`config.mk`:
```
export PLATFORM = sky130hd
export DESIGN_NAME = efra_scan
export DESIGN_NICKNAME = d
export VERILOG_FILES = /design/src/rtl/efra_pkg.sv /design/src/rtl/efra_scan.sv
export SDC_FILE = /design/constraint.sdc
export NUM_CORES = 1
export LEC_CHECK = 0
export BUFFER_PORTS_ARGS = -buffer_cell sky130_fd_sc_hd__buf_2
export CORE_MARGIN = 4
export CORE_UTILIZATION = 49
export DETAILED_ROUTE_END_ITERATION = 8
export PLACE_DENSITY_LB_ADDON = 0.2
export SLEW_MARGIN = 20
export SYNTH_ARGS = -nofsm -noshare
export SYNTH_HDL_FRONTEND = slang
export SYNTH_SLANG_ARGS = --single-unit
export TNS_END_PERCENT = 30
```
`constraint.sdc`:
```
create_clock -name clk -period 10.3 [get_ports clk]
set_clock_uncertainty 0.2 [all_clocks]
set_input_delay 0.515 -clock clk [delete_from_list [all_inputs] [get_ports clk]]
set_output_delay 0.515 -clock clk [all_outputs]
set_load 0.005 [all_outputs]
```
`src/rtl/efra_pkg.sv`:
```
package efra_pkg;

    localparam int MAX_ROOMS  = 128;
    localparam int TIME_BITS  = 48;
    localparam int START_BITS = 32;
    localparam int COUNT_BITS = 16;
    localparam int CFG_W      = 8;
    localparam int ROOM_W     = (MAX_ROOMS > 1) ? $clog2(MAX_ROOMS) : 1;
    localparam int NUM_W      = $clog2(MAX_ROOMS + 1);
    localparam int WORD_W     = COUNT_BITS + TIME_BITS;

    localparam logic [CFG_W-1:0] ROOM_COUNT_RESET = CFG_W'(128);

    typedef logic [TIME_BITS-1:0]  time_t;
    typedef logic [START_BITS-1:0] start_t;
    typedef logic [COUNT_BITS-1:0] count_t;
    typedef logic [ROOM_W-1:0]     room_t;
    typedef logic [NUM_W-1:0]      num_t;

    // one room entry as it streams out of the room memory
    typedef struct packed {
        logic   valid;
        logic   first;
        room_t  room;
        time_t  free_at;
        count_t count;
    } scan_entry_t;

    // running answer of the room scan
    typedef struct packed {
        logic   found;
        room_t  found_room;
        count_t found_count;
        room_t  early_room;
        time_t  early_free;
        count_t early_count;
    } scan_result_t;

    // zero means one room, anything above capacity means all rooms
    function automatic num_t rooms_in_use(input logic [CFG_W-1:0] cfg);
        num_t n;
        if (cfg == '0)
        begin
            n = NUM_W'(1);
        end
        else if (int'(cfg) > MAX_ROOMS)
        begin
            n = NUM_W'(MAX_ROOMS);
        end
        else
        begin
            n = NUM_W'(cfg);
        end
        return n;
    endfunction

endpackage

```
`src/rtl/efra_scan.sv`:
```
module efra_scan (
    input  logic                  clk,
    input  efra_pkg::scan_entry_t entry,
    input  efra_pkg::start_t      start_time,
    output efra_pkg::scan_result_t result
);
    import efra_pkg::*;

    scan_result_t res_reg;
    scan_result_t res_next;
    logic         cur_found;
    logic         is_free;

    always_comb
    begin
        res_next  = res_reg;
        cur_found = entry.first ? 1'b0 : res_reg.found;
        is_free   = entry.free_at <= TIME_BITS'(start_time);
        res_next.found = cur_found | is_free;
        if (!cur_found && is_free)
        begin
            res_next.found_room  = entry.room;
            res_next.found_count = entry.count;
        end
        // strict less keeps the lowest index on ties
        if (entry.first || (entry.free_at < res_reg.early_free))
        begin
            res_next.early_room  = entry.room;
            res_next.early_free  = entry.free_at;
            res_next.early_count = entry.count;
        end
    end

    always_ff @(posedge clk)
    begin
        if (entry.valid)
        begin
            res_reg <= res_next;
        end
    end

    assign result = res_reg;

endmodule

```
==> summary.txt <==
Layout
  • Area of the multi-input gates: about 1800 um2
  • ANT cells: 0
  • Fin nets: 791
  • Fillcell total: 806
  • Layout Cells excl Fill: 744
  • Max reg flops: 95
  • Layout cells sized above 1: between 30 and 40%
  • Area Overhead vs Synth: 28.9%
  • Sequential standard cell area: approximately 2900 um2
  • Fin util: 65.1%

Worst setup path
  • Slowest stage delay, CP: 460 ps
  • CP endpoint kind: flop
  • CP Launch Type: flop
  • Critical path buffers and inverters: 2
  • Worst path cell trace: inv_1, ha_1, a21o_1, a221o_1, a221oi_1, o221ai_1, a211oi_4, buf_4
  • Critical path's slowest cell: buf_4
  • Top cell family by delay on the critical path: compound AO/OA/AOI/OAI gates
  • CP max FO: 38
  • Worst Path Arrival: 2800 ps
  • CP Class: reg -> reg
  • CP Data Required Time: 10,100 ps

Routing
  • Final ANT Viol Nets: 0
  • Initial DRT Pass Iterations: 4
  • DR vias: 3,771
  • Vias per cell: 5.07
  • DRC viols: 0
  • Routed Wire Length: roughly 11,000 um
  • WL/cell: 15.5 um
  • Detailed Route Iter0 Violations: 163

Clocking
  • Clock Path Buffers: 2
  • Sink Count: 95
  • Post-cts resize count: 0
  • Post-CTS setup buffers: 0
  • H-Tree Depth: 3
  • CTS tree: built
  • Root Buffer: clkbuf_8
  • Clock latency on the worst-skew pair: 360 ps
  • Cts bufs inserted: 9
  • Hold-fix buffers, CTS: 0
  • CTS clock-pin slew for the worst setup and hold paths: 100 ps

Timing
  • Fmax: 0.334 GHz
  • RSZ-0062 raised after global routing: false
  • Rel. slew slack: 66.9%
  • Post-layout min period: ~3000 ps
  • Setup TNS: 0 ps
  • Worst Max-Slew Pin Slew: 497 ps
  • Slew Viols, Final: 0
  • Part of the cycle the worst path needs: 29.1%
  • Final Hold Fails: 0
  • Final setup viols: 0

Yosys
  • Syn_nets: 577
  • Async SR Flop Fraction: 0%
  • Post-synth cell types: 35
  • Register bit total from synthesis: 95
  • Number of synthesized flops with an enable pin: 95
  • Share of Yosys cell area claimed by the top area cell type: 57.5%
  • Yosys warning count: 0
  • Post-synthesis sequential area ratio: 57.5%
  • Post-Synth Simple-Gate Area: 8.15%
  • Top-count cell post-synth: edfxtp_1
  • Compound-cell area share of the yosys netlist: 8.08%
  • Largest family of logic cells by synthesized area: adder cells
  • Ranking of synthesized cells by area: edfxtp_1 (58%), ha_1 (20%), inv_1 (6.3%), a21oi_1 (3.2%), nand2_1 (1.5%)
  • Avg Inst Size Synth: 12.6 um2
  • Multiplexer share of the synthesized area: 0%
  • Synth cell count leaders: edfxtp_1 (95), inv_1 (83), ha_1 (79)
  • Synth Instances: 392
  • XOR/XNOR share of the synthesized area: 0%
  • Synth Flop Type: edfxtp_1
  • Mapped Area: 4960 um2
  • Adder-cell share of the synthesized area: 19.9%
  • Yosys top cell by area: edfxtp_1

Placed design
  • DPL Wire Length: 9490 um
  • Placer Congestion: 0.880
  • Post-Place Cells: 728
  • PortBufs: 200

Die
  • Row cnt: 36
  • Die Ht: 109 um
  • DIE AREA: 11,800 um2
  • Horiz. Die Dim: 109 um
  • Area of the core: 9820 um2
  • Initial core utilization: 50.5%
  • I/O pin total: about 200

Status
  • Status: complete, no violations

Global routing
  • Vias in the first global route: 3,911
  • Grt ovf: 0
  • Largest net degree at the start of global routing: 39
  • Total GRT Usage: 19.9%
  • First-pass GRT wire length: 18,300 um
  • Antenna violations before repair: 0

Min path
  • Hold WC Path Type: in -> reg

Flow run
  • Number of max-cap violations: 0

Power and ir drop
  • Power Dens Cells: 144 nW/um2
  • Pleak: 3.12 nW
  • Worst ir drop on vdd: 88.5 uV
## kinds of logic (layout without fill, tap and decap cells)
logic type / after synthesis / in the layout
buf+inv: 83 / 302
simple gates: 70 / 70
compound gates: 65 / 65
flops: 95 / 95
fa+ha+maj: 79 / 79
## power by group
part | internal [mW] | switching (mW)
sequential | 0.465 | 0.0125
clock | 0.121 | 0.147
combinational | 0.0754 | 0.0978
total | 0.662 | 0.258
## placed cells by master (no fill, tap or decap), types with 4 or more instances in the layout
cell type,synthesis,final
buf_2,0,200
edfxtp_1,95,95
inv_1,83,83
ha_1,79,79
a21oi_1,32,32
nand2_1,20,20
o21ai_0,12,12
nand4_1,12,12
nor2_1,9,9
clkbuf_8,0,9
nand3_1,6,6
nor4_1,5,5
or4_1,4,4
a221oi_1,4,4
## final timing paths
check                            start                   end  slack, ps  cells after the start
setup / recovery  result[33]$_DFFE_PP_  result[64]$_DFFE_PP_       7300                      8
hold / removal                entry[1]  result[72]$_DFFE_PP_        150                      1
setup reg to reg  result[33]$_DFFE_PP_  result[64]$_DFFE_PP_       7300                      8
hold reg to reg   result[94]$_DFFE_PP_  result[94]$_DFFE_PP_        390                      2
## metrics by stage
stage          total power, mW  instance area, um2  worst slack, ps  hold WS [ps]
3_3_place_gp             0.655                6170             7080           370
5_1_grt                  0.977                6390             7020           110
3_5_place_dp             0.662                6170             7010           372
2_1_floorplan            0.580                4960             2690           373
4_1_cts                  0.933                6390             7260           120
6_report                 0.919                6390             7300           147
## final cells by class
type | instances | share of cell area (%)
multi-input cells | 214 | 28.4
clock buffers | 9 | 1.94
flip-flops and latches | 95 | 44.6
inverters | 83 | 4.88
repair buffers | 203 | 16.0
well taps | 133 | 2.60
clock inverters | 7 | 1.53
## layer usage
| metal | up-vias | part of all wire (%) | track usage (%) |
|---|---|---|---|
| met5 | - | 0 | 0 |
| met4 | 0 | 2.3 | 7.48 |
| met3 | 22 | 8.2 | 3.82 |
| met2 | 161 | 48 | 34.5 |
| met1 | 1718 | 41 | 24.6 |
| li1 | 1870 | - | - |
No activity file was read; power rests on OpenSTA's default activity.
